[config.mk]
export PLATFORM = sky130hd
export DESIGN_NAME = fat12te_queue
export DESIGN_NICKNAME = d
export VERILOG_FILES = /design/src/hdl/fat12te_pkg.sv /design/src/hdl/fat12te_queue.sv
export SDC_FILE = /design/constraint.sdc
export NUM_CORES = 1
export LEC_CHECK = 0
export BUFFER_PORTS_ARGS = -buffer_cell sky130_fd_sc_hd__buf_4
export CAP_MARGIN = 30
export CORE_AREA = 2 2 137 85
export CTS_CLUSTER_DIAMETER = 60
export DETAILED_ROUTE_END_ITERATION = 8
export DIE_AREA = 0 0 139 87
export PLACE_DENSITY = 0.54
export SYNTH_ARGS = -nofsm -noshare
export SYNTH_HDL_FRONTEND = slang
export SYNTH_SLANG_ARGS = --single-unit
[constraint.sdc]
create_clock -name clk -period 2.8 [get_ports clk]
set_clock_uncertainty 0.2 [all_clocks]
set_input_delay 0.28 -clock clk [delete_from_list [all_inputs] [get_ports clk]]
set_output_delay 0.28 -clock clk [all_outputs]
set_load 0.005 [all_outputs]
[src/hdl/fat12te_pkg.sv]
// Shared types, constants and address helpers for the FAT12 table engine.
`timescale 1ns / 1ps
`default_nettype none

package fat12te_pkg;

  // Fixed field widths of the channels.
  localparam int ACTION_W  = 2;
  localparam int BADDR_W   = 13;
  localparam int ENTRY_W   = 12;
  localparam int TS_W      = 13;
  localparam int FREE_W    = 22;
  localparam int ROW_MAX_W = 12;

  // Defaults for the top-level parameters.
  localparam int MAX_ENTRIES_DEF       = 4096;
  localparam int BYTES_PER_CLUSTER_DEF = 512;

  // Reset value of the sector count register and the free-space ceiling.
  localparam logic [TS_W-1:0]   TS_RESET = 13'd2880;
  localparam logic [FREE_W-1:0] FREE_MAX = 22'h3FFFFF;

  // Depth of the command queue between front and back.
  localparam int QDEPTH = 2;

  // Action codes carried on the input channel.
  typedef enum logic [ACTION_W-1:0] {
    ACT_LOAD  = 2'd0,
    ACT_READ  = 2'd1,
    ACT_WRITE = 2'd2,
    ACT_COUNT = 2'd3
  } action_t;

  // Commands handed from the front to the back.
  typedef enum logic [2:0] {
    CMD_LOAD,
    CMD_READ,
    CMD_READ_NULL,
    CMD_WRITE,
    CMD_COUNT
  } cmd_kind_t;

  // Where the two bytes of an entry sit in the even and odd byte banks.
  typedef struct packed {
    logic                 swap;   // low byte of the entry is in the odd bank
    logic                 odd;    // odd entry: uses the upper nibble layout
    logic [ROW_MAX_W-1:0] row_e;
    logic [ROW_MAX_W-1:0] row_o;
  } loc_t;

  typedef struct packed {
    cmd_kind_t          kind;
    loc_t               loc;
    logic [ENTRY_W-1:0] data;
  } cmd_t;

  // Push side of the queue.
  typedef struct packed {
    logic push;
    cmd_t cmd;
  } q_push_t;

  // Head of the queue as the back sees it.
  typedef struct packed {
    logic vld;
    cmd_t cmd;
  } q_head_t;

  // Back-end sequencer states.
  typedef enum logic [2:0] {
    B_IDLE,
    B_ACC,
    B_SCAN,
    B_DRAIN,
    B_MUL,
    B_FREE
  } bst_t;

  // Entry n starts at byte floor(3n/2); bytes alternate between the banks.
  function automatic loc_t entry_loc(input logic [ENTRY_W-1:0] n);
    logic [BADDR_W:0]     b3;
    logic [ROW_MAX_W-1:0] r;
    loc_t                 l;
    b3      = {2'b00, n} + {1'b0, n, 1'b0};
    r       = b3[ROW_MAX_W+1:2];
    l.odd   = n[0];
    l.swap  = b3[1];
    l.row_o = r;
    l.row_e = b3[1] ? r + ROW_MAX_W'(1) : r;
    return l;
  endfunction

endpackage

`default_nettype wire

[src/hdl/fat12te_queue.sv]
// Short command queue that decouples the front end from the back end.
`timescale 1ns / 1ps
`default_nettype none

module fat12te_queue
  import fat12te_pkg::*;
(
  input  wire     clk,
  input  wire     rst_n,
  input  q_push_t q_push,
  output logic    q_full,
  input  wire     pop,
  output q_head_t q_head
);

  localparam int PTR_W = (QDEPTH > 1) ? $clog2(QDEPTH) : 1;
  localparam int CNT_W = $clog2(QDEPTH + 1);

  cmd_t             slot_r [QDEPTH];
  logic [PTR_W-1:0] wr_ptr_r, wr_ptr_nxt;
  logic [PTR_W-1:0] rd_ptr_r, rd_ptr_nxt;
  logic [CNT_W-1:0] cnt_r, cnt_nxt;
  logic             do_push;
  logic             do_pop;

  assign q_full      = cnt_r == CNT_W'(QDEPTH);
  assign q_head.vld  = cnt_r != '0;
  assign q_head.cmd  = slot_r[rd_ptr_r];
  assign do_push     = q_push.push && !q_full;
  assign do_pop      = pop && q_head.vld;

  // Pointer and fill count update with wraparound at the queue depth.
  always_comb begin
    wr_ptr_nxt = wr_ptr_r;
    rd_ptr_nxt = rd_ptr_r;
    cnt_nxt    = cnt_r;
    if (do_push) begin
      wr_ptr_nxt = (wr_ptr_r == PTR_W'(QDEPTH - 1)) ? '0 : wr_ptr_r + PTR_W'(1);
    end
    if (do_pop) begin
      rd_ptr_nxt = (rd_ptr_r == PTR_W'(QDEPTH - 1)) ? '0 : rd_ptr_r + PTR_W'(1);
    end
    if (do_push && !do_pop) begin
      cnt_nxt = cnt_r + CNT_W'(1);
    end else if (do_pop && !do_push) begin
      cnt_nxt = cnt_r - CNT_W'(1);
    end
  end

  always_ff @(posedge clk) begin
    if (!rst_n) begin
      wr_ptr_r <= '0;
      rd_ptr_r <= '0;
      cnt_r    <= '0;
    end else begin
      wr_ptr_r <= wr_ptr_nxt;
      rd_ptr_r <= rd_ptr_nxt;
      cnt_r    <= cnt_nxt;
    end
  end

  always_ff @(posedge clk) begin
    if (do_push) begin
      slot_r[wr_ptr_r] <= q_push.cmd;
    end
  end

endmodule

`default_nettype wire

==> results.txt, run 1 <==
- Detailed placement ended at an HPWL of ~3.9 mm.
* Nature of the critical path endpoint: output pin
* Portion of the clock cycle consumed by the worst path in the final layout: 0.806
- Die Height: 87 µm
* Standard cell area after detailed placement: approximately 0.004 mm²
- In this run the critical register-to-register path is launched from cnt_r[0].
- Area growth syn-to-layout: 50.5%
- During synthesis, Yosys emitted a total of 0 warnings.
- Residual DRC count: 0
- After detailed routing, the average wire length per cell comes to approximately 14 µm.
* Synth cell types: 22
- Setup repair after global routing left no endpoint under its margin.
- Maximum vdd drop: between 0.3 and 0.4 mV
- Measured in cells, the most critical reg-to-reg path has a length of 3.
* Clock tree from TritonCTS: yes
- Along the worst path, the maximum fanout reaches 22.
- Number of cells produced by synthesis: ~150
- The number of nets in the synthesized netlist is between 150 and 200.
* Count of pins on the block boundary: a little under 90
* Clock buffers created by TritonCTS: 9
- Port Buffer Count: 87
- Measured on the finished design, the core utilization comes to 0.437.
* Status: completed
- Detailed-routing iteration count for the pre-antenna-repair pass: 3
* Std cell rows: 30
* Total vias in the final route: ~1800
* Cell-internal power: roughly 3.1 mW
- The congestion estimate from routability-driven global placement came to 0.692.
- Startpoint of the lowest-slack hold path: q_push[41]
- Summed over all layers, the routed wires come to roughly 6.2 mm.
- Relative max-transition margin: 0.609
- On the final layout, the worst hold slack is around 0.11 ns.
* Part of the Yosys area used for sequential elements: 0.804
- Number of nets in the final layout: between 300 and 400
* Classification of the worst-slack hold path: in -> reg
- Buffer levels on the longest clock path: 2
- Final number of hold-violating endpoints: 0
- After detailed routing, the number of vias per cell comes to ~4.
- Least-Margin Pin Slew: just under 0.6 ns
- For the worst-skew pair, the clock arrives at the later sink with an insertion delay of about 0.33 ns.
- The tree is rooted in a sky130_fd_sc_hd__clkbuf_16.
* Total overflow reported by the global router: 0
* Number of max-cap violations: 0
- The critical path is of the reg -> out type.
- Reg-to-reg endpoint: slot_r[1][34]
* Most frequent standard cell in the layout excluding fill and tap cells: sky130_fd_sc_hd__buf_4
- Setup violations remaining at the end of the flow were counted as 0.
- Along the worst hold path, the cell count comes to 3.
* F_max: roughly 0.44 GHz
- Comb pwr share: 0.247
- DIE WIDTH: 139 µm
* Share of cells above drive strength 1: 0.497
* Largest net degree at the start of global routing: 42
- The worst hold path terminates at wr_ptr_r.
* Startpoint class of the critical path: flip-flop
* Core area: between 0.01 and 0.015 mm²
* Worst slack, placed: approximately 0.85 ns
* Number of cells upsized or downsized after cts: 0
- DIE AREA: approximately 0.012 mm²
- Violation count after the first detailed-route iteration: a little under 70
* Buffer count from post-CTS setup fixing: 0
- The via count of the first global-routing pass is 1954.
- The first global-routing pass estimated slightly below 10 mm of wire.
- Of the total power, the clock network draws 0.325.
- Post-CTS Hold Fix Bufs: 42
- Net switching component of the power: 0.935 mW
* Total global-route track usage: 0.109
* Pins Over Slew Limit: 0
- The clock period could shrink to 2.26 ns.
- Leak: roughly 1.8 nW
- Across all register-to-register paths, the minimum setup slack is around 0.94 ns.
* Number of register bits inferred by synthesis: 87
* Part of the total power dissipated in sequential elements: 0.428
- After synthesis, the mean cell area works out to ~21 µm².
* Antenna violations before repair: 0
* Clock transition at path regs: about 0.06 ns
* Sw Share: 0.231
- Number of sinks driven by the clock tree: 87
- Power per cell area: between 800 and 900 mW/mm²
- Post-layout instance area: roughly 0.0048 mm²
* Final sum of negative setup slack: 0 ns
- Leaving out fill and tap cells, the most frequent cells in the layout are 90 x sky130_fd_sc_hd__buf_4, 82 x sky130_fd_sc_hd__edfxtp_1, 42 x sky130_fd_sc_hd__dlygate4sd3_1, 38 x sky130_fd_sc_hd__mux2_2, 9 x sky130_fd_sc_hd__clkbuf_16.
* ANT nets after route: 0
- The repair_antennas step left the layout with diodes totalling 0.
- Number of levels the H-tree was split into: 3
- Setup slack closes at approximately 0.54 ns.
- Data on the critical path arrives at its endpoint at ~1.8 ns.
- The initial utilization of the core area, before any placement, comes to 0.291.
* Required time of the worst setup path: about 2.3 ns
* Mapped Area: around 0.0032 mm²
[flip-flops by register name (all words and copies together), names as in the netlist, named ones only]
name,flops
cnt_r,2
rd_ptr_r,1
slot_r,82
wr_ptr_r,1
[logic make-up (layout without fill, tap and decap cells)]
group                    count (synthesis)  count (layout)  synth area share
flip-flops                              87              87             0.804
multiplexers                            41              41             0.145
buffers and inverters                    7             150            0.0102
AND/OR/NAND/NOR                          9               9            0.0181
AO/OA/AOI/OAI                            5               5            0.0102
XOR/XNOR                                 3               3           0.00825
adder cells (fa/ha/maj)                  1               1           0.00393
[how the worst max path moves through the flow]
stage                     startpoint      endpoint  slack, ns
final                      flip-flop     q_head[6]       0.54
after global routing       flip-flop     q_head[6]       0.44
after CTS                  flip-flop     q_head[6]       0.48
after detailed placement   flip-flop     q_head[6]       0.85
after global placement     flip-flop    q_head[38]       0.88
after floorplan             cnt_r[0]  slot_r[0][0]       0.58
[power groups by stage]
stage | sequential, mW | combinational (mW) | clock, mW
3_3_place_gp | 1.75 | 0.961 | 0
2_1_floorplan | 1.70 | 0.512 | 0
3_5_place_dp | 1.76 | 0.967 | 0
4_1_cts | 1.73 | 1.02 | 1.35
5_1_grt | 1.75 | 1.09 | 1.41
6_report | 1.73 | 0.996 | 1.31
[critical path, stage by stage (launching register included)]
cell	delay, ns
sky130_fd_sc_hd__dfxtp_2	0.66
sky130_fd_sc_hd__buf_12	0.25
sky130_fd_sc_hd__mux2_2	0.38
sky130_fd_sc_hd__buf_4	0.14
[routing by layer]
metal	track usage	vias to the layer above	share of wire
met2	0.164	64	0.43
met4	0.0358	0	0.011
met1	0.137	871	0.47
met5	0	-	0
li1	-	869	-
met3	0.0566	7	0.085
[per-stage QoR]
stage,total power [mW],std cells
global route,4.26,440
floorplan,2.22,153
CTS,4.11,440
detailed placement,2.73,383
finish,4.04,440
global placement,2.72,383
[cells in the mapped netlist, drive strengths merged]
cell / instances / area (µm²)
inv: 2 / 7.50
edfxtp: 82 / 2460
buf: 5 / 25.0
or3: 1 / 6.26
nor2: 1 / 3.75
o21ai: 2 / 10.0
ha: 1 / 12.5
or2: 1 / 6.26
o21a: 1 / 7.51
and2: 3 / 18.8
and3: 1 / 6.26
nor3: 1 / 10.0
mux2: 41 / 462
nand2b: 1 / 6.26
xnor2: 2 / 17.5
dfxtp: 5 / 100
xor2: 1 / 8.76
a21boi: 2 / 15.0
[cell type report]
type                       count  area, µm²
timing repair buffer         133       1120
tap                          144        180
clock buffer                  11        233
sequential                    87       2560
clock inverter                 4       95.1
inverter                       2       7.51
multi-input combinational     59        598
fill                         990       6170
Note: power is estimated with default switching activity, not from simulation.
==> inputs of run 2 (changes only) <==
--- a/config.mk
+++ b/config.mk
@@ -5,13 +5,14 @@
 export SDC_FILE = /design/constraint.sdc
 export NUM_CORES = 1
 export LEC_CHECK = 0
+export ABC_AREA = 1
 export BUFFER_PORTS_ARGS = -buffer_cell sky130_fd_sc_hd__buf_4
 export CAP_MARGIN = 30
-export CORE_AREA = 2 2 137 85
+export CORE_AREA = 2 2 141 88
 export CTS_CLUSTER_DIAMETER = 60
 export DETAILED_ROUTE_END_ITERATION = 8
-export DIE_AREA = 0 0 139 87
-export PLACE_DENSITY = 0.54
+export DIE_AREA = 0 0 143 90
+export PLACE_DENSITY = 0.52
 export SYNTH_ARGS = -nofsm -noshare
 export SYNTH_HDL_FRONTEND = slang
 export SYNTH_SLANG_ARGS = --single-unit
==> constraint.sdc (replaced) <==
create_clock -name clk -period 2.2 [get_ports clk]
set_clock_uncertainty 0.2 [all_clocks]
set_input_delay 0.22 -clock clk [delete_from_list [all_inputs] [get_ports clk]]
set_output_delay 0.22 -clock clk [all_outputs]
set_load 0.005 [all_outputs]
==> results.txt, run 2 <==
- Total global-route track usage: 0.106 (-0.00309)
- Detailed-routing iteration count for the pre-antenna-repair pass: 4 (+1)
- The number of enable flip-flop cells after synthesis was 82 (unchanged).
- Biggest registers after layout: slot_r (82), cnt_r (2)
- The floorplan die width came to 143 µm (+2.9%).
- The total number of cells along the worst setup path came to 3 (unchanged).
- Buffer count from post-CTS setup fixing: 0 (unchanged)
* DIE AREA: 0.0129 mm² (+6.4%)
- The hold path depth is 4 (+1).
* Leak: 1.96 nW (+9.1%)
- Number of nets in the final layout: 352 (+4.1%)
- The average via count per standard cell was 3.95 (-4.0%).
* Maximum vdd drop: 0.427 mV (+9.2%)
* Clock tree from TritonCTS: yes
* Post-layout instance area: 0.00498 mm² (+4.0%)
- Largest register by flop count: slot_r
- Sum of buffers and inverters on the critical path: 2 (unchanged)
* Violation count after the first detailed-route iteration: 108 (+57%)
- The critical path required time is 1.78 ns (-0.54 ns).
- The signal on the critical path passes through buf_12, mux2_2, buf_4.
- Number of sinks driven by the clock tree: 87 (unchanged)
- The number of flip-flops under the largest register name was 82 (unchanged).
- The via count of the first global-routing pass was 2051 (+5.0%).
* Routability cong.: 0.673 (-2.8%)
- The buffer levels on the longest clock path came to 2 (unchanged).
* Number of cells produced by synthesis: 165 (+7.8%)
- The register bit count reported by yosys was 87 (unchanged).
- STA classifies the critical path endpoint as an output pin.
- The actual slew at the worst max-slew pin was 0.362 ns (-0.225 ns).
- Cell type with the largest total area after synthesis: sky130_fd_sc_hd__edfxtp_1
* Worst R2R Path Depth: 9 (+6)
- The final wirelength is 6.47 mm (+4.7%).
- The total nets after synthesis came to 211 (+6.0%).
- The boundary pin count was 88 (unchanged).
- Final number of hold-violating endpoints: 0 (unchanged)
* Cell chosen for the clock root: sky130_fd_sc_hd__clkbuf_16
- On the critical path the largest part of the delay comes from flip-flops.
- Total vias in the final route: 1880 (+3.8%)
- Most frequent standard cell in the layout excluding fill and tap cells: sky130_fd_sc_hd__buf_4
- The share of the synthesized area in the top cell type came to 0.722 (-0.0510).
* Portion of the clock cycle consumed by the worst path in the final layout: 0.929
- ANT nets after route: 0 (unchanged)
- Number of levels the H-tree was split into: 3 (unchanged)
* Final setup violation count: 0 (unchanged)
- The library cells used most frequently in the layout, excluding fill and tap cells, are 91 x sky130_fd_sc_hd__buf_4, 82 x sky130_fd_sc_hd__edfxtp_1, 42 x sky130_fd_sc_hd__dlygate4sd3_1, 40 x sky130_fd_sc_hd__mux2_4, 9 x sky130_fd_sc_hd__clkbuf_16.
* Antenna fix cells: 0 (unchanged)
* Classification of the worst-slack hold path: in -> reg
* Routed wire length per instance: 13.6 µm (-3.2%)
* Largest stage delay on the critical path: 0.55 ns (-0.11 ns)
- The total clock buffers created by CTS was 9 (unchanged).
- The placeable core area is 0.0117 mm² (+6.5%).
- The worst-case setup margin in the final layout is 0.155 ns (-0.389 ns).
- Warnings from Yosys: 0 (unchanged)
- Wire length of the first global-routing pass: 10.2 mm (+3.5%)
* Top post-synthesis cells by count: 82 x sky130_fd_sc_hd__edfxtp_1, 40 x sky130_fd_sc_hd__mux2_4, 9 x sky130_fd_sc_hd__nor2_1
* Relative max-transition margin: 0.759 (+0.150)
- Among all cell types in the netlist, the one instantiated most often is sky130_fd_sc_hd__edfxtp_1.
* Synth cell types: 16 (-27%)
* Std cell rows: 31 (+3.3%)
- On the critical path, the stage with the largest delay is an instance of sky130_fd_sc_hd__dfxtp_2.
- The share of synthesized flip-flops with an asynchronous set or reset came to 0 (unchanged).
- Power per cell area: 1020 mW/mm² (+21%)
* Minimum clock period: between 2 and 2.5 ns
- The remaining global-route overflow came to 0 (unchanged).
* Status: completed
- The placed wire-length estimate after detailed placement is 4.11 mm (+6.0%).
- The area after detailed placement came to 0.00427 mm² (+5.4%).
- From synthesis to final layout, the design area changed by 46.1%.
- Initial cell density of the core: 0.292 (+0.00151)
- Setup repair after global routing missed its margin: no
- Startpoint class of the critical path: flip-flop
- The number of placed instances with taps included came to 418 (+9.1%).
- Data arrival time of the critical path: 1.62 ns (-0.16 ns)
- Part of the Yosys area used for sequential elements: 0.751 (-0.0531)
* Antenna violations before repair: 0 (unchanged)
- Pins Over Slew Limit: 0 (unchanged)
- The netlist area before placement was 0.00341 mm² (+7.1%).
- The max capacitance violation total was 0 (unchanged).
* Residual DRC count: 0 (unchanged)
- The die extent in y came to 90 µm (+3.4%).
- Clock transition at path regs: 0.06 ns (about the same)
- Leading register cell type out of synthesis: sky130_fd_sc_hd__edfxtp_1
* Later-pin clock latency in the skew report: 0.33 ns (about the same)
* Worst slack, placed: 0.442 ns (-0.408 ns)
- Sorting the synthesized cells by area gives the leading types as sky130_fd_sc_hd__edfxtp_1 72%, sky130_fd_sc_hd__mux2_4 18%, sky130_fd_sc_hd__dfxtp_1 2.9%, sky130_fd_sc_hd__buf_12 2.3%, sky130_fd_sc_hd__nor2_1 0.99%.
- Average footprint of a synthesized cell: 20.7 µm² (-0.72%)
- Share of cells above drive strength 1: 0.492 (-0.00466)
- Non-filler instance count after layout: 476 (+8.2%)
- The total of buffers placed on input and output ports was 87 (unchanged).
- The pin count of the biggest net entering global routing was 24 (-43%).
* F_max: around 0.5 GHz
- Critical path type: reg -> out
- Largest fanout on the critical path: 18 (-18%)
run 2: cell types whose count changed after synthesis, moves of 2 or more:
| cell | delta |
|---|---|
| sky130_fd_sc_hd__buf_2 | -5 |
| sky130_fd_sc_hd__nor2_1 | +8 |
| sky130_fd_sc_hd__buf_12 | +4 |
| sky130_fd_sc_hd__xnor2_1 | -2 |
| sky130_fd_sc_hd__and2_1 | -3 |
| sky130_fd_sc_hd__inv_1 | +7 |
| sky130_fd_sc_hd__mux2_1 | -3 |
| sky130_fd_sc_hd__nand2_1 | +7 |
| sky130_fd_sc_hd__mux2_2 | -37 |
| sky130_fd_sc_hd__mux2_4 | +40 |
run 2: tightest hold or removal path, stage by stage:
cell and delay (ns):
sky130_fd_sc_hd__buf_4 0.08, sky130_fd_sc_hd__o21a_1 0.15, sky130_fd_sc_hd__nor2_1 0.06, sky130_fd_sc_hd__nor2_1 0.08
run 2: routing by layer:
layer / vias to the layer above / part of all wire / GRT usage
met2: 65 / 0.46 / 0.166
met5: - / 0 / 0
met4: 0 / 0.0079 / 0.0330
met1: 907 / 0.48 / 0.135
met3: 6 / 0.049 / 0.0405
li1: 902 / - / -
run 2: final timing paths:
check | from | end | slack [ns]
max | flip-flop | q_head[18] | 0.16
max reg2reg | cnt_r[1] | cnt_r[1] | 0.42
min | pop | rd_ptr_r | 0.1
min reg2reg | rd_ptr_r | rd_ptr_r | 0.31
run 2: cell families after synthesis:
group,after synthesis,synth area share
AOI/OAI and AO/OA,5,0.00917
muxes,41,0.179
adders and majority gates,1,0.00367
and+or+nand+nor,18,0.0209
DFF,87,0.751
buffers and inverters,13,0.0356
run 2: cell type report:
type,instances,area [µm²]
inverters,8,30.0
multi-input cells,65,742
well taps,165,206
clock buffers,9,225
fillers,1066,6690
flip-flops and latches,87,2560
clock inverters,7,72.6
repair buffers,135,1140
run 2: metrics by stage:
stage                      util  TNS, ns  hold slack, ns  total power [mW]
after floorplan               -   -53.74           0.119              3.01
after global placement    0.365        0           0.205              3.55
after detailed placement  0.365        0           0.207              3.57
after CTS                 0.427        0          0.0952              5.15
after global routing      0.427        0           0.139              5.32
final                     0.427        0          0.0997              5.06
run 2: power by group:
part	internal [mW]	total [mW]	switching, mW
registers	2.10	2.19	0.0985
clock network	0.881	1.50	0.615
logic	0.815	1.37	0.556
run 2: timing repair:
action,CTS,global route
resized for setup,0,0
hold buffers,42,0
endpoints found under the hold margin,87,0
