--- src/hdl/fat12te_pkg.sv ---
// Shared types, constants and address helpers for the FAT12 table engine.
`timescale 1ns / 1ps
`default_nettype none

package fat12te_pkg;

  // Fixed field widths of the channels.
  localparam int ACTION_W  = 2;
  localparam int BADDR_W   = 13;
  localparam int ENTRY_W   = 12;
  localparam int TS_W      = 13;
  localparam int FREE_W    = 22;
  localparam int ROW_MAX_W = 12;

  // Defaults for the top-level parameters.
  localparam int MAX_ENTRIES_DEF       = 4096;
  localparam int BYTES_PER_CLUSTER_DEF = 512;

  // Reset value of the sector count register and the free-space ceiling.
  localparam logic [TS_W-1:0]   TS_RESET = 13'd2880;
  localparam logic [FREE_W-1:0] FREE_MAX = 22'h3FFFFF;

  // Depth of the command queue between front and back.
  localparam int QDEPTH = 2;

  // Action codes carried on the input channel.
  typedef enum logic [ACTION_W-1:0] {
    ACT_LOAD  = 2'd0,
    ACT_READ  = 2'd1,
    ACT_WRITE = 2'd2,
    ACT_COUNT = 2'd3
  } action_t;

  // Commands handed from the front to the back.
  typedef enum logic [2:0] {
    CMD_LOAD,
    CMD_READ,
    CMD_READ_NULL,
    CMD_WRITE,
    CMD_COUNT
  } cmd_kind_t;

  // Where the two bytes of an entry sit in the even and odd byte banks.
  typedef struct packed {
    logic                 swap;   // low byte of the entry is in the odd bank
    logic                 odd;    // odd entry: uses the upper nibble layout
    logic [ROW_MAX_W-1:0] row_e;
    logic [ROW_MAX_W-1:0] row_o;
  } loc_t;

  typedef struct packed {
    cmd_kind_t          kind;
    loc_t               loc;
    logic [ENTRY_W-1:0] data;
  } cmd_t;

  // Push side of the queue.
  typedef struct packed {
    logic push;
    cmd_t cmd;
  } q_push_t;

  // Head of the queue as the back sees it.
  typedef struct packed {
    logic vld;
    cmd_t cmd;
  } q_head_t;

  // Back-end sequencer states.
  typedef enum logic [2:0] {
    B_IDLE,
    B_ACC,
    B_SCAN,
    B_DRAIN,
    B_MUL,
    B_FREE
  } bst_t;

  // Entry n starts at byte floor(3n/2); bytes alternate between the banks.
  function automatic loc_t entry_loc(input logic [ENTRY_W-1:0] n);
    logic [BADDR_W:0]     b3;
    logic [ROW_MAX_W-1:0] r;
    loc_t                 l;
    b3      = {2'b00, n} + {1'b0, n, 1'b0};
    r       = b3[ROW_MAX_W+1:2];
    l.odd   = n[0];
    l.swap  = b3[1];
    l.row_o = r;
    l.row_e = b3[1] ? r + ROW_MAX_W'(1) : r;
    return l;
  endfunction

endpackage

`default_nettype wire

--- src/hdl/fat12te_if.sv ---
// Channel interfaces of the FAT12 table engine: input, result and configuration.
`timescale 1ns / 1ps
`default_nettype none

interface fat12te_in_if;
  logic        valid;
  logic        ready;
  logic [1:0]  action;
  logic [12:0] byte_address;
  logic [7:0]  load_byte;
  logic [11:0] entry_index;
  logic [11:0] entry_data;

  modport source (output valid, action, byte_address, load_byte, entry_index, entry_data,
                  input ready);
  modport sink   (input valid, action, byte_address, load_byte, entry_index, entry_data,
                  output ready);
endinterface


`default_nettype wire

--- src/hdl/fat12te_front.sv ---
// Front end: takes input words, range-checks them and turns them into commands.
`timescale 1ns / 1ps
`default_nettype none

module fat12te_front
  import fat12te_pkg::*;
#(
  parameter int MAX_ENTRIES = MAX_ENTRIES_DEF
) (
  input  wire           clk,
  input  wire           rst_n,
  fat12te_in_if.sink    in_ch,
  input  wire           q_full,
  output q_push_t       q_push
);

  localparam int STORE_BYTES = (MAX_ENTRIES * 3) / 2;

  logic    f_vld_r, f_vld_nxt;
  cmd_t    f_cmd_r, f_cmd_nxt;
  logic    accept;
  logic    keep;
  logic    idx_ok;
  action_t act;

  // A held command leaves as soon as the queue has room.
  assign in_ch.ready = !f_vld_r || !q_full;
  assign accept      = in_ch.valid && in_ch.ready;
  assign act         = action_t'(in_ch.action);
  assign idx_ok      = {1'b0, in_ch.entry_index} < 13'(MAX_ENTRIES);

  // Classify the word; loads and writes that fall outside the table are dropped.
  always_comb begin
    keep               = 1'b0;
    f_cmd_nxt          = f_cmd_r;
    unique case (act)
      ACT_LOAD: begin
        keep               = in_ch.byte_address < 13'(STORE_BYTES);
        f_cmd_nxt.kind     = CMD_LOAD;
        f_cmd_nxt.loc.swap = in_ch.byte_address[0];
        f_cmd_nxt.loc.odd  = 1'b0;
        f_cmd_nxt.loc.row_e = in_ch.byte_address[BADDR_W-1:1];
        f_cmd_nxt.loc.row_o = in_ch.byte_address[BADDR_W-1:1];
        f_cmd_nxt.data     = {4'h0, in_ch.load_byte};
      end
      ACT_READ: begin
        keep           = 1'b1;
        f_cmd_nxt.kind = idx_ok ? CMD_READ : CMD_READ_NULL;
        f_cmd_nxt.loc  = entry_loc(in_ch.entry_index);
        f_cmd_nxt.data = in_ch.entry_data;
      end
      ACT_WRITE: begin
        keep           = idx_ok;
        f_cmd_nxt.kind = CMD_WRITE;
        f_cmd_nxt.loc  = entry_loc(in_ch.entry_index);
        f_cmd_nxt.data = in_ch.entry_data;
      end
      ACT_COUNT: begin
        keep           = 1'b1;
        f_cmd_nxt.kind = CMD_COUNT;
        f_cmd_nxt.loc  = entry_loc(in_ch.entry_index);
        f_cmd_nxt.data = in_ch.entry_data;
      end
      default: begin
        keep = 1'b0;
      end
    endcase
    if (!accept) begin
      f_cmd_nxt = f_cmd_r;
    end
  end

  // Valid of the holding register.
  always_comb begin
    if (accept) begin
      f_vld_nxt = keep;
    end else if (f_vld_r && !q_full) begin
      f_vld_nxt = 1'b0;
    end else begin
      f_vld_nxt = f_vld_r;
    end
  end

  always_ff @(posedge clk) begin
    if (!rst_n) begin
      f_vld_r <= 1'b0;
    end else begin
      f_vld_r <= f_vld_nxt;
    end
  end

  always_ff @(posedge clk) begin
    f_cmd_r <= f_cmd_nxt;
  end

  assign q_push.push = f_vld_r && !q_full;
  assign q_push.cmd  = f_cmd_r;

endmodule

`default_nettype wire

--- src/flat_wrapper.sv ---
// flat-port wrapper written by rule: the top's interface ports become plain ports
module fat12te_front_flat import fat12te_pkg::*;
#(
  parameter int MAX_ENTRIES = MAX_ENTRIES_DEF
)
  (clk, rst_n, q_full, q_push, in_ch_valid, in_ch_action, in_ch_byte_address, in_ch_load_byte, in_ch_entry_index, in_ch_entry_data, in_ch_ready);
  fat12te_in_if in_ch_i ();
  input  wire clk;
  input  wire rst_n;
  input  wire q_full;
  output q_push_t q_push;
  input wire logic [$bits(in_ch_i.valid)-1:0] in_ch_valid;
  input wire logic [$bits(in_ch_i.action)-1:0] in_ch_action;
  input wire logic [$bits(in_ch_i.byte_address)-1:0] in_ch_byte_address;
  input wire logic [$bits(in_ch_i.load_byte)-1:0] in_ch_load_byte;
  input wire logic [$bits(in_ch_i.entry_index)-1:0] in_ch_entry_index;
  input wire logic [$bits(in_ch_i.entry_data)-1:0] in_ch_entry_data;
  output wire logic [$bits(in_ch_i.ready)-1:0] in_ch_ready;
  assign in_ch_i.valid = in_ch_valid;
  assign in_ch_i.action = in_ch_action;
  assign in_ch_i.byte_address = in_ch_byte_address;
  assign in_ch_i.load_byte = in_ch_load_byte;
  assign in_ch_i.entry_index = in_ch_entry_index;
  assign in_ch_i.entry_data = in_ch_entry_data;
  assign in_ch_ready = in_ch_i.ready;
  fat12te_front #(.MAX_ENTRIES(MAX_ENTRIES)) u_core (.clk(clk), .rst_n(rst_n), .in_ch(in_ch_i), .q_full(q_full), .q_push(q_push));
endmodule
--- config.mk ---
export PLATFORM = sky130hd
export DESIGN_NAME = fat12te_front_flat
export DESIGN_NICKNAME = d
export VERILOG_FILES = /design/src/hdl/fat12te_pkg.sv /design/src/hdl/fat12te_if.sv /design/src/hdl/fat12te_front.sv /design/src/flat_wrapper.sv
export SDC_FILE = /design/constraint.sdc
export NUM_CORES = 1
export LEC_CHECK = 0
export ABC_AREA = 1
export BUFFER_PORTS_ARGS = -buffer_cell sky130_fd_sc_hd__buf_2
export CAP_MARGIN = 20
export CORE_ASPECT_RATIO = 1.25
export CORE_MARGIN = 3
export CORE_UTILIZATION = 55
export DETAILED_ROUTE_END_ITERATION = 6
export GPL_TIMING_DRIVEN = 0
export PLACE_DENSITY_LB_ADDON = 0.25
export SETUP_SLACK_MARGIN = 0.4
export SLEW_MARGIN = 10
export SYNTH_ARGS = -nofsm -noshare
export SYNTH_HDL_FRONTEND = slang
export SYNTH_SLANG_ARGS = --single-unit
export TNS_END_PERCENT = 1
--- constraint.sdc ---
create_clock -name clk -period 7.1 [get_ports clk]
set_clock_uncertainty 0.1 [all_clocks]
set_input_delay 1.42 -clock clk [delete_from_list [all_inputs] [get_ports clk]]
set_output_delay 1.42 -clock clk [all_outputs]
set_load 0.05 [all_outputs]
==> metrics.txt, run 1 <==
R2R depth=3; Synth warnings=0; CP endpoint kind=flop; vias in the first global route=between 2k and 2.5k; Synth top area share=44.0%; 1st-pass router iterations=4; highest-delay cell along the critical path=fa_1; Final Cycle Share=about 50%; first-pass GRT wire length=10.8 mm; Synth async-reset ratio=0%; Critical Path Stages=17; number of gates resized after cts=0; CP peak stage delay=roughly 370 ps; post-layout util=between 70 and 80%; mapped cell area=roughly 2800 um2; Highest Clock Rate=around 280 MHz; Leak Pwr=approximately 1.8 nW; IO Count=between 90 and 100; crit path buf inv count=4; Slew Limit Fails=0; CP Max Fanout=4; die height=between 80 and 90 um; leading area contributor after synthesis=edfxtp_1; CTS buffer count=5; post-DR vias/cell=a little over 5; layout cell share with drive strength beyond 1=28.0%; post-detailed-routing wire length=about 6.5 mm; r2r endpoint=u_core.q_push[37]$_DFFE_PP_; fin crit period=3540 ps; CTS tree=yes; Die Wd=69.8 um; Syn Area/Cell=slightly below 8 um2; core area=just under 5000 um2; sequential share of the synthesized area=between 40% and 50%; WP data arrival=3480 ps; Req. time, crit path=just over 7000 ps; Initial Utilization=roughly 58%; # hold bufs at CTS=0; final antenna-violating net count=0; overall routing resource usage=between 20% and 30%; reg2reg setup slack=around 5700 ps; RD Place Congestion=0.842; worst min path class=flop to flop; routed vias=2,620; H-tree depth=2; Slew headroom=54.3%; critical-path cell list=buf_2 > ha_1 > inv_1 > fa_1 > nand2_1 > nand2_1 > inv_1 > ha_1 > nand2_1 > inv_1 > nand3_1 > nor2_2 > nand3_2 > nor2_2 > nand3b_1 > nand2_1 > nand3_1; crit path kind=input port to flop; clock transition at the registers of the reported paths=around 80 ps; Clock Sinks=42; Tightest Pin Transition=approximately 700 ps; setup_tns=0 ps; Top delay family on crit path=simple AND/OR/NAND/NOR gates; drt wl/cell=12.6 um; die area=5990 um2; outcome=finished, final reports clean; Layout area overhead=22.9%; Area contributors post-synth=edfxtp_1 (44%), nand2_1 (13%), inv_1 (8.4%), ha_1 (7.6%), nand3_1 (4.8%); VDD IR-drop max=0.104 mV; # DRC=0; Remaining Overflow, GRT=0; detailed placer's ending HPWL=around 5.2 mm; R2R Path Start=u_core.f_vld_r$_SDFFE_PN0P_; largest net degree at the start of global routing=32; Max clock buf depth=2; synth unique cells=26; port buffer count=between 90 and 100; Max Cap Viol=0; Rows=28; CP endpoint=u_core.q_push[34]$_DFFE_PP_; number of flops mapped to enable cells by yosys=41; Diodes inserted=0; RSZ-0062 raised after global routing=false; Critical Path Source=in_ch_entry_index[1]; 1st-iter DRT viols=around 160; critical path launch point type=input port; top cells by count, synth=nand2_1 (100), inv_1 (63), edfxtp_1 (41); pwr dens=204 nW/um2; Synthesized Nets=421; CTS Root Cell=clkbuf_8; clk_lat worst skew=just under 300 ps; final hold viol count=0; Yosys reg bits=between 40 and 50; Most used DFF post-synth=edfxtp_1; setup violators final=0; Worst path most repeated cell=nand2_1; initial antenna violation count=0; count leader, synth=nand2_1; Mapped Cells=352; Final #Nets=about 520; Post-CTS Setup Inserts=0
## metrics by stage
stage	std cells	setup slack, ps	hold WS [ps]	instance area [um2]	power, mW
3_3_place_gp	505	3320	390	3340	0.556
3_5_place_dp	506	3270	415	3360	0.563
5_1_grt	514	3330	463	3440	0.740
6_report	514	3560	425	3440	0.702
2_1_floorplan	352	3510	750	2800	0.502
4_1_cts	514	3570	427	3440	0.703
## worst min-delay path: stages (launching register included)
cell and delay, ps:
dfxtp_1 310, nand2_1 80, a21boi_0 80
## how the worst min path moves through the flow
stage                                              to  slack [ps]                   startpoint  cells past startpoint
after floorplan           u_core.f_vld_r$_SDFFE_PN0P_         750  u_core.f_vld_r$_SDFFE_PN0P_                      2
after global placement    u_core.f_vld_r$_SDFFE_PN0P_         390  u_core.f_vld_r$_SDFFE_PN0P_                      2
after detailed placement  u_core.f_vld_r$_SDFFE_PN0P_         420  u_core.f_vld_r$_SDFFE_PN0P_                      2
after CTS                 u_core.f_vld_r$_SDFFE_PN0P_         430  u_core.f_vld_r$_SDFFE_PN0P_                      2
after global routing      u_core.f_vld_r$_SDFFE_PN0P_         460  u_core.f_vld_r$_SDFFE_PN0P_                      2
final                     u_core.f_vld_r$_SDFFE_PN0P_         430  u_core.f_vld_r$_SDFFE_PN0P_                      2
## logic make-up after synthesis
family | share of synthesized area (%)
flip-flops | 44.7
AO/OA/AOI/OAI | 7.91
adder cells (fa/ha/maj) | 8.31
buffers and inverters | 9.66
AND/OR/NAND/NOR | 29.4
## metal layers
layer  share of wire [%]  wire length, um  GRT usage, %  up-vias
li1                    -                -             -     1342
met1                  39             2520          24.3     1181
met2                  53             3470          43.1       89
met3                 6.2              401          3.05        8
met4                 1.5               97          7.49        0
met5                   0                0             0        -
## final cells by class
class / count / area, um2
Buffer: 5 / 18.8
Fill cell: 385 / 1390
Timing Repair Buffer: 94 / 485
Tap cell: 60 / 75.1
Inverter: 67 / 251
Sequential cell: 42 / 1250
Clock inverter: 3 / 11.3
Clock buffer: 5 / 68.8
Multi-Input combinational cell: 238 / 1280
## state kept, by name (all words and copies together), names as in the netlist
register	cells
u_core.f_vld_r	1
u_core.q_push	41
## power breakdown
group | internal (mW) | switching, mW | total [mW]
logic | 0.0689 | 0.184 | 0.253
clock network | 0.0657 | 0.0771 | 0.143
registers | 0.301 | 0.00470 | 0.306
total | 0.436 | 0.266 | 0.702
## placed cells by master, fill, tap and decap left out, types with 3 or more instances in the layout
cell	count
a21oi_1	5
nand4_1	8
inv_2	4
o22ai_1	6
nand3_2	3
clkbuf_1	5
ha_1	17
nor2_2	4
nor2_1	23
nor2_4	3
clkinv_1	3
clkbuf_8	5
inv_1	63
buf_2	93
o21ai_0	23
nand2_1	100
edfxtp_1	41
nand2_2	10
nand3_1	27
Power figures use the tool's default switching activity.
==> run 2: changes to the inputs <==
--- a/config.mk
+++ b/config.mk
@@ -10,7 +10,7 @@
 export CAP_MARGIN = 20
 export CORE_ASPECT_RATIO = 1.25
 export CORE_MARGIN = 3
-export CORE_UTILIZATION = 55
+export CORE_UTILIZATION = 51
 export DETAILED_ROUTE_END_ITERATION = 6
 export GPL_TIMING_DRIVEN = 0
 export PLACE_DENSITY_LB_ADDON = 0.25
==> constraint.sdc (replaced) <==
create_clock -name clk -period 3.5 [get_ports clk]
set_clock_uncertainty 0.1 [all_clocks]
set_input_delay 0.7 -clock clk [delete_from_list [all_inputs] [get_ports clk]]
set_output_delay 0.7 -clock clk [all_outputs]
set_load 0.05 [all_outputs]
==> metrics.txt, run 2 (synthesized netlist as in run 1, its figures left out) <==
Tightest Pin Transition=just under 700 ps; clk_lat worst skew=between 200 and 300 ps; outcome=finished, final reports clean; setup violators final=0; IO Count=94; Worst path most repeated cell=nand2_1; Req. time, crit path=3440 ps; vias in the first global route=2,352; Rows=29; Clock power frac=20.6%; layout cell share with drive strength beyond 1=roughly 29%; port buffer count=a little over 90; setup_tns=0 ps; Setup WS pre-CTS=around 390 ps; VDD IR-drop max=between 0.15 and 0.2 mV; routed vias=around 2.6k; Pint=about 0.9 mW; highest-delay cell along the critical path=fa_1; part of the power in registers=between 40 and 50%; # DRC=0; CTS buffer count=5; M1 wire length=roughly 2.5 mm; crit path kind=input port to flop; Highest Clock Rate=between 300 and 400 MHz; Clock Sinks=42; 1st-pass router iterations=4; Initial Utilization=between 50% and 60%; final antenna-violating net count=0; critical path launch point type=input port; pwr dens=413 nW/um2; detailed placer's ending HPWL=~5.1 mm; crit path buf inv count=4; worst min path class=flop to flop; drt wl/cell=11.9 um; RD Place Congestion=just over 0.8; largest net degree at the start of global routing=26; Layout area overhead=23.5%; # hold bufs at CTS=0; critical-path cell list=buf_2 > ha_2 > inv_1 > fa_1 > nand2_1 > nand2_1 > inv_1 > ha_1 > nand2_1 > inv_1 > nand3_1 > nor2_2 > nand3_2 > nor2_2 > nand3b_1 > nand2_1 > nand3_1; Top Metal Used=met4; initial antenna violation count=0; Slew headroom=approximately 53%; 1st-iter DRT viols=around 120; post-DR vias/cell=4.99; core area=between 5000 and 6000 um2; Slew Limit Fails=0; WP data arrival=between 2000 and 3000 ps; metal2 WL=approximately 3.2 mm; Top delay family on crit path=simple AND/OR/NAND/NOR gates; Logic pwr share=around 36%; RSZ-0062 raised after global routing=false; die height=a little under 90 um; most frequent cells in the layout=nand2_1 (100), buf_2 (93), inv_1 (63); most common cell after layout, fill and taps aside=nand2_1; Leak Pwr=approximately 1.8 nW; CP Max Fanout=4; final hold viol count=0; H-tree depth=2; Sw Ratio=a little under two fifths; die area=6420 um2; clock transition at the registers of the reported paths=~70 ps; Final Cycle Share=79.3%; Die Wd=around 72 um; Sw Pwr=about 0.54 mW; Remaining Overflow, GRT=0; met3 WL=between 300 and 400 um; CTS Root Cell=clkbuf_8; Max Cap Viol=0; post-detailed-routing wire length=~6 mm; Final #Nets=~520; fin crit period=around 2800 ps; Max clock buf depth=2; CP endpoint kind=flop; first-pass GRT wire length=10.1 mm; CP peak stage delay=roughly 380 ps; Diodes inserted=0; CTS tree=yes; max reg flops=~40; overall routing resource usage=between 10% and 20%; WHS=between 400 and 500 ps; final worst-path setup slack=between 700 and 800 ps
## run 2: what timing repair did
item	4_1_cts	5_1_grt
setup buffers	0	0
gates resized for setup	0	1
endpoints found under the setup margin	0	1
## run 2: worst register-to-register path, cell delays in order, from the launching register on
cell     delay (ps)
dfxtp_1         310
nand2_1          70
and2_2          430
buf_16          230
## run 2: area by class of cell
class                           instances  area [um2]
Inverter                               67         251
Timing Repair Buffer                   94         493
Sequential cell                        42        1250
Tap cell                               62        77.6
Multi-Input combinational cell        238        1280
Fill cell                             481        1730
Clock buffer                            6        72.6
Buffer                                  5        18.8
Clock inverter                          2        10.0
## run 2: worst paths after layout
path	from	end	slack, ps	cells after the start
max reg2reg	u_core.f_vld_r$_SDFFE_PN0P_	u_core.q_push[37]$_DFFE_PP_	2040	3
min	u_core.f_vld_r$_SDFFE_PN0P_	u_core.f_vld_r$_SDFFE_PN0P_	410	2
min reg2reg	u_core.f_vld_r$_SDFFE_PN0P_	u_core.f_vld_r$_SDFFE_PN0P_	410	2
max	in_ch_entry_index[1]	u_core.q_push[34]$_DFFE_PP_	730	17
## run 2: layer usage
layer	up-vias	global-route usage, %
li1	1351	-
met1	1154	22.1
met2	62	38.4
met3	6	2.95
met4	0	5.81
met5	-	0
## run 2: stage by stage
stage	std cells	util [%]	instance area, um2	total power, mW
5_1_grt	516	66.6	3460	1.51
6_report	516	66.6	3460	1.43
4_1_cts	516	66.6	3450	1.44
3_3_place_gp	507	64.4	3340	1.13
3_5_place_dp	508	65.0	3370	1.15
2_1_floorplan	352	-	2800	1.02
## run 2: power groups by stage
stage	Clock, mW	Sequential [mW]	Combinational (mW)
CTS	0.299	0.621	0.515
floorplan	0	0.791	0.226
global route	0.323	0.624	0.564
global placement	0	0.632	0.496
detailed placement	0	0.633	0.512
finish	0.294	0.621	0.512
==> run 3: changes to the inputs <==
--- a/config.mk
+++ b/config.mk
@@ -5,12 +5,12 @@
 export SDC_FILE = /design/constraint.sdc
 export NUM_CORES = 1
 export LEC_CHECK = 0
-export ABC_AREA = 1
+export ABC_AREA = 0
 export BUFFER_PORTS_ARGS = -buffer_cell sky130_fd_sc_hd__buf_2
 export CAP_MARGIN = 20
 export CORE_ASPECT_RATIO = 1.25
 export CORE_MARGIN = 3
-export CORE_UTILIZATION = 51
+export CORE_UTILIZATION = 50
 export DETAILED_ROUTE_END_ITERATION = 6
 export GPL_TIMING_DRIVEN = 0
 export PLACE_DENSITY_LB_ADDON = 0.25
==> constraint.sdc (replaced) <==
create_clock -name clk -period 2.65 [get_ports clk]
set_clock_uncertainty 0.1 [all_clocks]
set_input_delay 0.53 -clock clk [delete_from_list [all_inputs] [get_ports clk]]
set_output_delay 0.53 -clock clk [all_outputs]
set_load 0.05 [all_outputs]
==> metrics.txt, run 3 <==
outcome=complete, but fails checks; failing checks=setup timing; Synth async-reset ratio=0%; Syn Area/Cell=approximately 11 um2; WHS=389 ps; final worst-path setup slack=-62.0 ps; CTS tree=yes; largest net degree at the start of global routing=36; H-tree depth=2; critical path launch point type=input port; core area=4870 um2; first-pass GRT wire length=~11 mm; number of flops mapped to enable cells by yosys=a little over 40; Area contributors post-synth=edfxtp_1 (48%), ha_1 (8.2%), nand2_1 (4.5%), o21ai_0 (4.3%), a22o_1 (3.0%); CP endpoint=u_core.q_push[32]$_DFFE_PP_; R2R depth=3; Diodes inserted=0; 1st-pass router iterations=4; vias in the first global route=~2.3k; post-detailed-routing wire length=between 6 and 7 mm; Leak Pwr=around 1.6 nW; Tightest Pin Transition=between 500 and 600 ps; Clock power frac=22.8%; Top delay family on crit path=simple AND/OR/NAND/NOR gates; Yosys reg bits=42; final antenna-violating net count=0; final hold viol count=0; r2r endpoint=u_core.q_push[20]$_DFFE_PP_; top cells by count, synth=edfxtp_1 (41), nand2_1 (31), o21ai_0 (22); RD Place Congestion=approximately 0.83; Mapped Cells=245; max reg flops=slightly above 40; Critical Path Stages=12; Die Wd=slightly above 70 um; critical-path cell list=buf_8 > ha_4 > inv_2 > fa_2 > and2b_2 > o22ai_2 > xnor2_2 > buf_4 > nand4_1 > nor4_2 > xor2_1 > o21ai_1; 1st-iter DRT viols=around 130; pwr dens=588 nW/um2; Fillers=approximately 330; setup_tns=-113 ps; Max clock buf depth=2; worst min path class=input port to flop; # hold bufs at CTS=0; Most used DFF post-synth=edfxtp_1; overall routing resource usage=about 22%; # DRC=0; count leader, synth=edfxtp_1; highest-delay cell along the critical path=fa_2; Rows=28; part of the power in registers=about two fifths; Synth top area share=a little under half; Initial Utilization=between 50% and 60%; most common cell after layout, fill and taps aside=buf_2; clock transition at the registers of the reported paths=about 80 ps; WP data arrival=2640 ps; CTS Root Cell=clkbuf_8; Final Cycle Share=102%; Synth warnings=0; post-layout util=about three quarters; port buffer count=93; R2R Path Start=u_core.f_vld_r$_SDFFE_PN0P_; Sw Pwr=0.748 mW; Slew headroom=between 60% and 70%; post-DR vias/cell=~5.6; routed vias=2,344; setup violators final=4; Synthesized Nets=between 300 and 400; CP Max Fanout=4; Critical Path Source=in_ch_entry_index[1]; CP endpoint kind=flop; Req. time, crit path=roughly 2600 ps; reg2reg setup slack=1310 ps; most frequent cells in the layout=buf_2 (88), edfxtp_1 (41), nand2_1 (31); clk_lat worst skew=between 200 and 300 ps; die area=~6100 um2; die height=slightly below 90 um; crit path buf inv count=3; sequential share of the synthesized area=48.3%; Max Cap Viol=0; VDD IR-drop max=0.277 mV; mapped cell area=between 2000 and 3000 um2; Logic pwr share=a little under two fifths; initial antenna violation count=0; CTS buffer count=5; crit path kind=input port to flop; IO Count=94; layout cell share with drive strength beyond 1=between 40% and 50%; Clock Sinks=42; drt wl/cell=15.3 um; leading area contributor after synthesis=edfxtp_1; fin crit period=approximately 2700 ps; Remaining Overflow, GRT=0; synth unique cells=55; Final #Nets=430; CP peak stage delay=about 330 ps; Highest Clock Rate=369 MHz; RSZ-0062 raised after global routing=true; Pint=~1.4 mW; detailed placer's ending HPWL=between 4 and 5 mm; Layout area overhead=39.9%; Slew Limit Fails=0; Sw Ratio=between 30% and 40%
[run 3: repair_timing]
action                                 4_1_cts  5_1_grt
pin swaps                                   22        5
gates resized for setup                     35        8
cloned                                       0        0
endpoints found under the hold margin        0        0
setup endpoints to repair                   14       20
setup buffers                               14        1
[run 3: kinds of logic after synthesis]
| kind of cell | after synthesis | synth area share [%] |
|---|---|---|
| compound gates | 66 | 17.4 |
| xor+xnor | 12 | 4.06 |
| fa+ha+maj | 18 | 8.99 |
| buf+inv | 16 | 2.37 |
| flops | 42 | 48.3 |
| mux | 1 | 0.387 |
| simple gates | 90 | 18.4 |
[run 3: how the worst min path moves through the flow]
stage                                     start                          end  cells past startpoint
global route                              rst_n  u_core.f_vld_r$_SDFFE_PN0P_                      2
detailed placement  u_core.f_vld_r$_SDFFE_PN0P_  u_core.f_vld_r$_SDFFE_PN0P_                      2
floorplan                           in_ch_valid  u_core.f_vld_r$_SDFFE_PN0P_                      2
global placement    u_core.f_vld_r$_SDFFE_PN0P_  u_core.f_vld_r$_SDFFE_PN0P_                      2
CTS                                       rst_n  u_core.f_vld_r$_SDFFE_PN0P_                      2
finish                                    rst_n  u_core.f_vld_r$_SDFFE_PN0P_                      2
[run 3: per-layer routing]
| layer | vias up | wire, um | part of all wire (%) | global-route usage, % |
|---|---|---|---|---|
| met5 | - | 0 | 0 | 0 |
| met4 | 0 | 185 | 2.9 | 9.76 |
| met3 | 15 | 445 | 6.9 | 3.94 |
| met2 | 88 | 3360 | 52 | 40.5 |
| met1 | 1090 | 2460 | 38 | 25.0 |
| li1 | 1151 | - | - | - |
[run 3: area by class of cell]
class / count / area, um2 / share of cell area, %
clock buffer: 5 / 68.8 / 1.90
timing repair buffer: 109 / 633 / 17.5
multi-input combinational: 187 / 1490 / 41.0
buffer: 7 / 33.8 / 0.933
tap: 60 / 75.1 / 2.07
sequential: 42 / 1250 / 34.6
inverter: 9 / 33.8 / 0.933
clock inverter: 3 / 40.0 / 1.11
[run 3: through the flow]
| step | power (mW) | setup WS [ps] | cell area [um2] | std cells |
|---|---|---|---|---|
| CTS | 2.11 | -77.1 | 3590 | 421 |
| global route | 2.24 | -158 | 3620 | 422 |
| floorplan | 1.37 | -250 | 2630 | 245 |
| global placement | 1.52 | -554 | 3170 | 398 |
| finish | 2.13 | -62.0 | 3620 | 422 |
| detailed placement | 1.54 | -612 | 3200 | 399 |
[run 3: power groups by stage]
stage	clock, mW	sequential (mW)	combinational, mW
finish	0.486	0.827	0.815
global route	0.526	0.832	0.879
CTS	0.491	0.828	0.796
detailed placement	0	0.843	0.697
global placement	0	0.841	0.679
floorplan	0	1.06	0.308
